**src/hdl/nrmc_pkg.sv**
```systemverilog
`timescale 1ns / 1ps
// ----------------------------------------------------------------------------
// NMEA RMC time parser package
// Phase codes, characters, result type and small helper functions.
// ----------------------------------------------------------------------------
package nrmc_pkg;

    localparam int unsigned FIELD_LIMIT_DEF = 16;
    localparam logic [3:0]  ZONE_RESET      = 4'd4;

    localparam logic [7:0] CH_DOLLAR = 8'h24;
    localparam logic [7:0] CH_G      = 8'h47;
    localparam logic [7:0] CH_P      = 8'h50;
    localparam logic [7:0] CH_R      = 8'h52;
    localparam logic [7:0] CH_M      = 8'h4D;
    localparam logic [7:0] CH_C      = 8'h43;
    localparam logic [7:0] CH_COMMA  = 8'h2C;
    localparam logic [7:0] CH_STAR   = 8'h2A;
    localparam logic [7:0] CH_NINE   = 8'h39;
    localparam logic [7:0] HEX_ADJ   = 8'h37;

    typedef enum logic [3:0] {
        PH_HUNT    = 4'd0,
        PH_HDR_G   = 4'd1,
        PH_HDR_P   = 4'd2,
        PH_HDR_R   = 4'd3,
        PH_HDR_M   = 4'd4,
        PH_HDR_C   = 4'd5,
        PH_HDR_SEP = 4'd6,
        PH_TIME    = 4'd7,
        PH_BODY    = 4'd8,
        PH_SUM_HI  = 4'd9,
        PH_SUM_LO  = 4'd10
    } t_phase;

    // Packed from the lowest bit up: hour, minute, second, minute tens, minute ones.
    typedef struct packed {
        logic [3:0] minute_ones;
        logic [3:0] minute_tens;
        logic [7:0] second_value;
        logic [7:0] minute_value;
        logic [7:0] hour_value;
    } t_result;

    function automatic logic [7:0] f_header_char(input t_phase ph);
        logic [7:0] ch;
        unique case (ph)
            PH_HDR_G: ch = CH_G;
            PH_HDR_P: ch = CH_P;
            PH_HDR_R: ch = CH_R;
            PH_HDR_M: ch = CH_M;
            PH_HDR_C: ch = CH_C;
            default:  ch = CH_COMMA;
        endcase
        return ch;
    endfunction

    function automatic logic [3:0] f_hex_nibble(input logic [7:0] c);
        logic [7:0] v;
        v = (c > CH_NINE) ? (c - HEX_ADJ) : c;
        return v[3:0];
    endfunction

    function automatic logic [7:0] f_times_ten(input logic [3:0] tens, input logic [3:0] ones);
        return {1'b0, tens, 3'b000} + {3'b000, tens, 1'b0} + {4'h0, ones};
    endfunction

    // Returns {tens, ones} of the hour folded to 12-hour form and shifted by the zone.
    function automatic logic [7:0] f_fold_hour(input logic [3:0] tens, input logic [3:0] ones,
                                               input logic [3:0] zone);
        logic [9:0] h;
        logic [9:0] hm;
        logic       gt9;
        h = {2'b00, f_times_ten(tens, ones)};
        if (h > 10'd12) h = h - 10'd12;
        if (h <= {6'd0, zone}) h = h + 10'd12;
        h   = h - {6'd0, zone};
        gt9 = h[9] || (h > 10'd9);
        hm  = h - 10'd10;
        return gt9 ? {4'd1, hm[3:0]} : {4'd0, h[3:0]};
    endfunction

endpackage

```
**src/hdl/nrmc_out_reg.sv**
```systemverilog
`timescale 1ns / 1ps
// ----------------------------------------------------------------------------
// NMEA RMC result register
// Holds one result request until the downstream side takes it.
// ----------------------------------------------------------------------------
module nrmc_out_reg (
    input  logic             i_clk,
    input  logic             i_rst_n,
    input  logic             i_load,
    input  nrmc_pkg::t_result i_data,
    input  logic             i_flag,
    input  logic             i_tready,
    output logic             o_tvalid,
    output logic [31:0]      o_tdata,
    output logic             o_tuser,
    output logic             o_can_load
);
    import nrmc_pkg::*;

    logic    r_valid;
    t_result r_data;
    logic    r_flag;

    assign o_can_load = !r_valid || i_tready;

    always_ff @(posedge i_clk) begin
        if (!i_rst_n) begin
            r_valid <= 1'b0;
        end else if (o_can_load) begin
            r_valid <= i_load;
        end
    end

    always_ff @(posedge i_clk) begin
        if (i_load && o_can_load) begin
            r_data <= i_data;
            r_flag <= i_flag;
        end
    end

    assign o_tvalid = r_valid;
    assign o_tdata  = r_data;
    assign o_tuser  = r_flag;

endmodule

```
**src/hdl/nmea_rmc_time_parser.sv**
```systemverilog
`timescale 1ns / 1ps
// ----------------------------------------------------------------------------
// NMEA RMC time parser
// Parses "$GPRMC," sentences byte by byte and reports the time with a
// checksum flag at the end of each sentence that carries a checksum.
// ----------------------------------------------------------------------------
// The slave channel takes one received character per request. A result request
// is issued on the master channel after the second checksum digit, in the cycle
// after that byte is accepted; other bytes give no result. The master tdata
// carries hour, minute and second values and the minute digits, and tuser
// carries the checksum match flag.
// One byte is accepted every cycle while s_axis_tready is high; the parse state
// is updated in the same cycle and the result sits in a single output register.
// When the output register holds a result that the receiver has not taken,
// s_axis_tready drops and no byte is accepted until the result leaves.
// The configuration channel writes the zone offset and is always ready.
// Reset sets the zone offset to 4, returns the parser to hunting for the
// start character and clears the digit store and checksum registers.
// ----------------------------------------------------------------------------
module nmea_rmc_time_parser #(
    parameter int unsigned FIELD_LIMIT = nrmc_pkg::FIELD_LIMIT_DEF
) (
    input  logic        i_clk,
    input  logic        i_rst_n,
    input  logic        s_axis_tvalid,
    output logic        s_axis_tready,
    input  logic [7:0]  s_axis_tdata,   // [7:0] rx_byte
    output logic        m_axis_tvalid,
    input  logic        m_axis_tready,
    output logic [31:0] m_axis_tdata,   // [7:0] hour_value, [15:8] minute_value,
                                        // [23:16] second_value, [27:24] minute_tens,
                                        // [31:28] minute_ones
    output logic        m_axis_tuser,   // [0] checksum_ok
    input  logic        i_cfg_valid,
    output logic        o_cfg_ready,
    input  logic [3:0]  i_cfg_data      // [3:0] zone_offset_hours
);
    import nrmc_pkg::*;

    localparam int unsigned OFS_W = $clog2(FIELD_LIMIT + 1);

    t_phase             r_phase, n_phase;
    logic [OFS_W-1:0]   r_ofs, n_ofs;
    logic [3:0]         r_dig [6];
    logic [3:0]         n_dig [6];
    logic [7:0]         r_xor, n_xor;
    logic [7:0]         r_saved, n_saved;
    logic [7:0]         r_sum, n_sum;
    logic [3:0]         r_zone;

    logic       in_fire;
    logic       can_load;
    logic       res_load;
    logic       res_flag;
    t_result    res_data;
    logic [7:0] c;
    logic [7:0] folded;

    assign c             = s_axis_tdata;
    assign s_axis_tready = can_load;
    assign in_fire       = s_axis_tvalid && can_load;
    assign o_cfg_ready   = 1'b1;
    assign folded        = f_fold_hour(r_dig[0], r_dig[1], r_zone);

    always_comb begin
        n_phase = r_phase;
        if (in_fire) begin
            unique case (r_phase)
                PH_HDR_G, PH_HDR_P, PH_HDR_R, PH_HDR_M, PH_HDR_C: begin
                    n_phase = (c == f_header_char(r_phase)) ? t_phase'(r_phase + 4'd1)
                                                             : PH_HUNT;
                end
                PH_HDR_SEP: n_phase = (c == CH_COMMA) ? PH_TIME : PH_HUNT;
                PH_TIME:    n_phase = (c == CH_COMMA) ? PH_BODY : PH_TIME;
                PH_BODY:    n_phase = (c == CH_STAR) ? PH_SUM_HI : PH_BODY;
                PH_SUM_HI:  n_phase = PH_SUM_LO;
                PH_SUM_LO:  n_phase = PH_HUNT;
                default:    n_phase = (c == CH_DOLLAR) ? PH_HDR_G : PH_HUNT;
            endcase
        end
    end

    always_comb begin
        n_ofs    = r_ofs;
        n_dig    = r_dig;
        n_xor    = r_xor;
        n_saved  = r_saved;
        n_sum    = r_sum;
        res_load = 1'b0;
        res_flag = 1'b0;
        res_data = '0;
        if (in_fire) begin
            if (c != CH_STAR) n_xor = r_xor ^ c;
            unique case (r_phase)
                PH_HDR_G, PH_HDR_P, PH_HDR_R, PH_HDR_M, PH_HDR_C: begin
                end
                PH_HDR_SEP: n_ofs = '0;
                PH_TIME: begin
                    if (c == CH_COMMA) begin
                        if (r_ofs > OFS_W'(7)) begin
                            n_dig[0] = folded[7:4];
                            n_dig[1] = folded[3:0];
                        end
                        n_ofs = '0;
                    end else if (r_ofs < OFS_W'(FIELD_LIMIT)) begin
                        if (r_ofs < OFS_W'(6)) n_dig[r_ofs[2:0]] = c[3:0];
                        n_ofs = r_ofs + OFS_W'(1);
                    end
                end
                PH_BODY: begin
                    if (c == CH_STAR) n_saved = r_xor;
                end
                PH_SUM_HI: n_sum = {f_hex_nibble(c), 4'h0};
                PH_SUM_LO: begin
                    n_sum                 = r_sum | {4'h0, f_hex_nibble(c)};
                    res_load              = 1'b1;
                    res_flag              = (r_saved == n_sum);
                    res_data.hour_value   = f_times_ten(r_dig[0], r_dig[1]);
                    res_data.minute_value = f_times_ten(r_dig[2], r_dig[3]);
                    res_data.second_value = f_times_ten(r_dig[4], r_dig[5]);
                    res_data.minute_tens  = r_dig[2];
                    res_data.minute_ones  = r_dig[3];
                    for (int i = 0; i < 6; i++) n_dig[i] = 4'h0;
                end
                default: n_xor = '0;
            endcase
        end
    end

    always_ff @(posedge i_clk) begin
        if (!i_rst_n) begin
            r_phase <= PH_HUNT;
            r_ofs   <= '0;
            r_xor   <= '0;
            r_saved <= '0;
            r_sum   <= '0;
            r_zone  <= ZONE_RESET;
            for (int i = 0; i < 6; i++) r_dig[i] <= 4'h0;
        end else begin
            r_phase <= n_phase;
            r_ofs   <= n_ofs;
            r_xor   <= n_xor;
            r_saved <= n_saved;
            r_sum   <= n_sum;
            r_dig   <= n_dig;
            if (i_cfg_valid) r_zone <= i_cfg_data;
        end
    end

    nrmc_out_reg u_out_reg (
        .i_clk      (i_clk),
        .i_rst_n    (i_rst_n),
        .i_load     (res_load),
        .i_data     (res_data),
        .i_flag     (res_flag),
        .i_tready   (m_axis_tready),
        .o_tvalid   (m_axis_tvalid),
        .o_tdata    (m_axis_tdata),
        .o_tuser    (m_axis_tuser),
        .o_can_load (can_load)
    );

endmodule

```
**config.mk**
```make
export PLATFORM = sky130hd
export DESIGN_NAME = nmea_rmc_time_parser
export DESIGN_NICKNAME = d
export VERILOG_FILES = /design/src/hdl/nrmc_pkg.sv /design/src/hdl/nrmc_out_reg.sv /design/src/hdl/nmea_rmc_time_parser.sv
export SDC_FILE = /design/constraint.sdc
export NUM_CORES = 1
export LEC_CHECK = 0
export ABC_AREA = 1
export ABC_CLOCK_PERIOD_IN_PS = 6900
export BUFFER_PORTS_ARGS = -buffer_cell sky130_fd_sc_hd__buf_2
export CORE_ASPECT_RATIO = 1.5
export CORE_MARGIN = 1.5
export CORE_UTILIZATION = 50
export CTS_CLUSTER_DIAMETER = 150
export CTS_CLUSTER_SIZE = 20
export DETAILED_ROUTE_END_ITERATION = 10
export GPL_ROUTABILITY_DRIVEN = 0
export MAX_ROUTING_LAYER = met4
export PLACE_DENSITY = 0.67
export SLEW_MARGIN = 20
export SYNTH_ARGS = -nofsm -noshare
export SYNTH_HDL_FRONTEND = slang
export SYNTH_SLANG_ARGS = --single-unit
```
**constraint.sdc**
```tcl
create_clock -name i_clk -period 6.9 [get_ports i_clk]
set_input_delay 0.69 -clock i_clk [delete_from_list [all_inputs] [get_ports i_clk]]
set_output_delay 0.69 -clock i_clk [all_outputs]
set_load 0.01 [all_outputs]
```
* After elaboration in Yosys (flattened, before gate mapping)
Cells that the tools add are included.
Cells by class: add/subtract/negate cells 13, magnitude comparators 9, equal/unequal tests 23, mux-type cells 30, bitwise gates (word level) 3, reduce and logical (&&, ||, !) cells 18
Operators by type and width (count):
- $mux 24 | 2
- $mux 8 | 6
- $pmux 24 s2 | 1
- $pmux 7 s5 | 1
- $add 7x5->8 | 3
- $add 8x4->8 | 3
- $bwmux 24 | 1
- $eq 8x6->1 const B | 3
- $pmux 4 s6 | 1
- $mux 10 | 2
- $eq 4x3->1 const B | 4
- $eq 8x8->1 | 2
- $mux 16 | 1
- $mux 4 | 4
- $pmux 8 s2 | 1
- $mux 5 | 3
- $demux 4 s3 | 1
- $eq 4x4->1 const B | 3
- $add 10x4->10 const B | 1
- $gt 10x4->1 const B | 1
- $le 10x4->1 | 1
- $pmux 5 s2 | 1
- $reduce_and 5->1 | 2
- $reduce_or 10->1 | 1
- 31 further kinds | 47
Word-level totals: bits in registers 95, input bits 17, word-level logic and storage cells 115

* Depth between registers and ports, before layout
depth in word-level cells 13, mapped depth 38, depth with buffers taken out 37

* By module
Synthesis repeated with hierarchy kept, for this count alone.
Unflattened totals: cells, all modules 738, area total of the unflattened synthesis 5769.3 µm²
By module, submodules not included:
- nmea_rmc_time_parser | instances 1, cells an instance 698, area an instance 4727.0 µm²
- nrmc_out_reg | instances 1, cells an instance 40, area an instance 1042.2 µm²

* Least setup slack after synthesis
Ideal clock, no wire load.
path kind reg2reg, from register r_dig[20] in the netlist's numbering, to register r_dig[20] in the netlist's numbering, arrival time 4.617 ns, data required time 6.768 ns, slack 2.151 ns, stages on the path, launching flop included 29, buffers on the path 0, cell sequence dfxtp_1 > inv_1 > fa_1 > fa_1 > inv_1 > ha_1 > inv_1 > nor3_1 > nand3_1 > nand2_2 > o21ai_0 > ha_1 > a21oi_1 > nand2_1 > nand2_1 > nand3_2 > nor2_4 > nand2_1 > xnor2_1 > ha_1 > a21oi_1 > nand2_1 > xor2_1 > a21oi_1 > o211ai_1 > a21oi_2 > nand2_2 > o211ai_1 > a21oi_1
On the way: cells in the longest elaborated chain, start to end 13, elaborated cells on any way between the ends 18, classes of those cells add/sub: 5; order compare: 3; mux: 9; reduce/logical: 1
RTL lines:
- start: declaration | line nmea_rmc_time_parser.sv:44 | logic [3:0] r_dig [6];
- start signal: assignment | line nmea_rmc_time_parser.sv:145 | r_dig <= n_dig;
- $add 7x5->8 | line nrmc_pkg.sv:65 | return {1'b0, tens, 3'b000} + {3'b000, tens, 1'b0} + {4'h0, ones};
- $add 8x4->8 | line nrmc_pkg.sv:65
- $sub 8x4->9 or $gt 8x4->1 (tied branches) | line nrmc_pkg.sv:75 | if (h > 10'd12) h = h - 10'd12;
- $mux 10 | line nrmc_pkg.sv:75
- $add 10x4->10 or $le 10x4->1 (tied branches) | line nrmc_pkg.sv:76 | if (h <= {6'd0, zone}) h = h + 10'd12;
- $mux 10 | line nrmc_pkg.sv:76
- $sub 10x4->10 | line nrmc_pkg.sv:77 | h = h - {6'd0, zone};
- $gt 10x4->1 | line nrmc_pkg.sv:78 | gt9 = h[9] || (h > 10'd9);
- $logic_or 1x1->1 | line nrmc_pkg.sv:78
- $mux 5 | line nrmc_pkg.sv:80 | return gt9 ? {4'd1, hm[3:0]} : {4'd0, h[3:0]};
- $mux 8 | line nmea_rmc_time_parser.sv:100 | if (r_ofs > OFS_W'(7)) begin
- $mux 8 (*) | line nmea_rmc_time_parser.sv:99 | if (c == CH_COMMA) begin
- $pmux 24 s2 (*) | line nmea_rmc_time_parser.sv:94 | unique case (r_phase)
Mark *: on every way between the ends. The rest lies on a longest branch, timed or not. The select of a mux whose other input is x is not followed. A chain may end at the register's enable or synchronous reset.

* Final worst setup path
from register r_dig[20] in the netlist's numbering, to register r_dig[17] in the netlist's numbering
On the way: cells in the longest elaborated chain, start to end 13, elaborated cells on any way between the ends 16, classes of those cells add/sub: 6; order compare: 3; mux: 6; reduce/logical: 1
RTL lines (line):
- $add 7x5->8 (*) | nrmc_pkg.sv:65
- $add 8x4->8 (*) | nrmc_pkg.sv:65
- $sub 8x4->9 or $gt 8x4->1 (tied branches) | nrmc_pkg.sv:75
- $mux 10 (*) | nrmc_pkg.sv:75
- $add 10x4->10 or $le 10x4->1 (tied branches) | nrmc_pkg.sv:76
- $mux 10 (*) | nrmc_pkg.sv:76
- $sub 10x4->10 (*) | nrmc_pkg.sv:77
- $gt 10x4->1 | nrmc_pkg.sv:78
- $logic_or 1x1->1 | nrmc_pkg.sv:78
- $mux 5 (*) | nrmc_pkg.sv:80
- $mux 8 (*) | nmea_rmc_time_parser.sv:100
- $mux 8 (*) | nmea_rmc_time_parser.sv:99
- $pmux 24 s2 (*) | nmea_rmc_time_parser.sv:94
Marks and branches as above.

==> impl_metrics.env <==
export IMPL_status="complete, no violations"
export IMPL_crit_path_frequent_cell="nand2_1"
export IMPL_syn_area_um2=5660
export IMPL_placedCellCount=916
export IMPL_cts_resized_gates=0
export IMPL_min_period_ns=5.34
export IMPL_ys_ff_latch=94
export IMPL_powerDensity_nw_per_um2=194
export IMPL_final_nets=845
export IMPL_path_clk_slew_ns=0.07
export IMPL_drcViolationCount=0
export IMPL_setup_violations=0
export IMPL_maxCapViolations=0
export IMPL_cts_htree_levels=3
export IMPL_slowest_stage="fa_1"
export IMPL_cp_arrival_ns=5.52
export IMPL_fin_area_um2=6420
export IMPL_p_switching_uw=285
export IMPL_synth_top_area_frac=0.219
export IMPL_syn_area_per_cell_um2=7.74
export IMPL_grt_overflow=0
export IMPL_drive_gt1_frac=0.140
export IMPL_syn_nets=795
export IMPL_avgRoutedWirePerCell_um=13.2
export IMPL_cts_sinks=94
export IMPL_post_route_util=0.581
export IMPL_grt_pass1_vias=4750
export IMPL_pwr_share_seq=0.459
export IMPL_postCtsHoldBufs=0
export IMPL_clockPowerShare=0.468
export IMPL_fin_cells=933
export IMPL_r2r_cells=30
export IMPL_p_comb_frac=0.073
export IMPL_clock_root_buffer="clkbuf_16"
export IMPL_yosys_area_top_type="dfxtp_1"
export IMPL_rsz0062_at_grt="false"
export IMPL_first_pass_iters=5
export IMPL_die_x_um=89.9
export IMPL_synthTopCellsByArea="dfxtp_1 (22%), edfxtp_1 (17%), ha_1 (8.8%)"
export IMPL_critPathMaxStageDelay_ns=0.63
export IMPL_via_per_inst=5.20
export IMPL_achievable_frequency_mhz=187
export IMPL_ys_seq_area_frac=0.389
export IMPL_tritoncts="built"
export IMPL_leakage_nw=2.79
export IMPL_netlist_instances=731
export IMPL_area_growth_syn_to_layout_pct=13.5
export IMPL_place_area_um2=6040
export IMPL_gr_usage_all_layers=0.218
export IMPL_postCtsSetupBuffers=0
export IMPL_rows=47
export IMPL_initial_utilization=0.512
export IMPL_critPathKind="reg -> reg"
export IMPL_drt_total_wl_um=12300
export IMPL_io_pin_count=53
export IMPL_die_h_um=133
export IMPL_insertion_delay_ns=0.34
export IMPL_synth_warnings=0
export IMPL_ir_drop_v=0.000150
export IMPL_dieArea_um2=12000
export IMPL_synth_cell_types=46
export IMPL_p_sw_frac=0.229
export IMPL_tns_ns=0
export IMPL_num_antenna_cells=0
export IMPL_grt_start_max_net_pins=44
export IMPL_start_kind="flip-flop"
export IMPL_fin_crit_sh=0.775
export IMPL_drtIter0Drc=199
export IMPL_tightest_slew_ns=1.08
export IMPL_hold_class="reg -> reg"
export IMPL_final_hold_violation_count=0
export IMPL_cp_end_kind="flip-flop"
export IMPL_path_max_fanout=5
export IMPL_place_hpwl_um=9350
export IMPL_relSlewSlack=0.279
export IMPL_design_core_area_um2=11100
export IMPL_antenna_found_initial=0
export IMPL_vias=4850
export IMPL_skew_ns=0.00589
export IMPL_clockBufferDepth=2
export IMPL_cp_data_required_time_ns=7.08
export IMPL_internal_power_uw=961
export IMPL_postRouteAntennaNets=0
export IMPL_grt_pass1_wl_um=20700
export IMPL_hold_path_cell_count=1
export IMPL_io_buffers=51
export IMPL_drv_slew=0
export IMPL_cts_buffers=9
-- sequential cells by signal, summed over array words and instances (netlist names) --
register and flops:
r_sum 8, r_dig 24, u_out_reg.o_tdata 31, r_saved 8, u_out_reg.o_tvalid 1, r_xor 8, r_ofs 5, u_out_reg.o_tuser 1
r_zone 4, r_phase 4
-- cell families after synthesis --
family,synth area share
compound gates,0.162
xor+xnor,0.0217
fa+ha+maj,0.113
buf+inv,0.0957
flops,0.389
other cells,0.000663
simple gates,0.218
-- layer usage --
metal	vias to the layer above	global-route usage	share of wire	routed length (um)
met2	99	0.408	0.54	6640
met1	2240	0.225	0.41	5030
met5	-	-	0	0
met4	0	0.0838	0.019	239
li1	2491	-	-	-
met3	20	0.0377	0.034	418
-- final timing paths --
path | start | to | slack (ns)
worst min-delay path | r_xor[2] | r_xor[2] | 0.44
worst min register to register | r_xor[2] | r_xor[2] | 0.44
worst max register to register | r_dig[20] | r_dig[17] | 1.56
worst max-delay path | r_dig[20] | r_dig[17] | 1.56
-- critical path, delay by kind of cell (launching register included) --
| family | cells | cell delay, ns |
|---|---|---|
| adders and majority gates | 5 | 1.99 |
| AOI/OAI and AO/OA | 7 | 1.12 |
| and+or+nand+nor | 13 | 1.12 |
| DFF | 1 | 0.36 |
| xor gates and xnor gates | 2 | 0.33 |
| buffers and inverters | 3 | 0.28 |
-- cells in the mapped netlist (all sizes together) --
master and instances:
o21a 4, or3 1, ha 40, o22ai 4, nor3 21, clkbuf 10, a32o 1, o211ai 3
fa 7, buf 4, dfxtp 62, xnor2 6, nor2 84, a21oi 75, o31ai 4, nor3b 2
a41oi 1, nand2 129, conb 1, nand3 29, a21boi 2, inv 125, xor2 8, a211oi 2
clkinv 1, edfxtp 32, nor4 2, a31oi 7, o21ai 58, or2 2, nand4 4
-- per-stage QoR --
stage	hold slack [ns]	setup slack [ns]	power, mW
after floorplan	0.412	2.15	0.651
after global placement	0.423	1.89	0.672
after detailed placement	0.427	1.61	0.675
after CTS	0.438	1.56	1.26
after global routing	0.447	1.09	1.29
final	0.436	1.56	1.25
-- cell type report --
| cell class | count | area, um2 |
|---|---|---|
| clock buffer | 9 | 225 |
| clock inverter | 7 | 126 |
| fill | 1090 | 4630 |
| inverter | 126 | 473 |
| multi-input combinational | 497 | 2920 |
| sequential | 94 | 2200 |
| tap | 147 | 184 |
| timing repair buffer | 53 | 290 |
-- power groups by stage --
stage                     sequential (mW)  combinational, mW  clock, mW
final                               0.573             0.0908      0.583
after global routing                0.573              0.103      0.612
after CTS                           0.573             0.0904      0.593
after detailed placement            0.585             0.0896          0
after global placement              0.585             0.0873          0
after floorplan                     0.585             0.0665          0
-- layout by cell type (no fill, tap or decap), types with 2 or more instances in the layout --
master     netlist  final
a211oi_1         2      2
a21oi_1         71     71
a21oi_2          2      2
a21oi_4          2      2
a31oi_1          7      7
buf_2            1     51
bufinv_16        0      3
clkbuf_16        0      9
dfxtp_1         62     62
edfxtp_1        32     32
fa_1             7      7
ha_1            40     40
inv_1          117    117
inv_2            8      8
inv_6            0      2
nand2_1        118    118
nand2_2         10     10
nand3_1         24     24
nand3_2          5      5
nand4_1          4      4
nor2_1          78     77
nor2_2           2      2
nor2_4           4      5
nor3_1          20     20
nor3b_1          2      2
o211ai_1         3      3
o21a_1           4      4
o21ai_0         51     51
o21ai_1          4      4
o21ai_2          3      3
o22ai_1          4      4
o31ai_1          4      4
or2_1            2      2
xnor2_1          6      6
xor2_1           8      8
No activity file was read; power rests on OpenSTA's default activity.
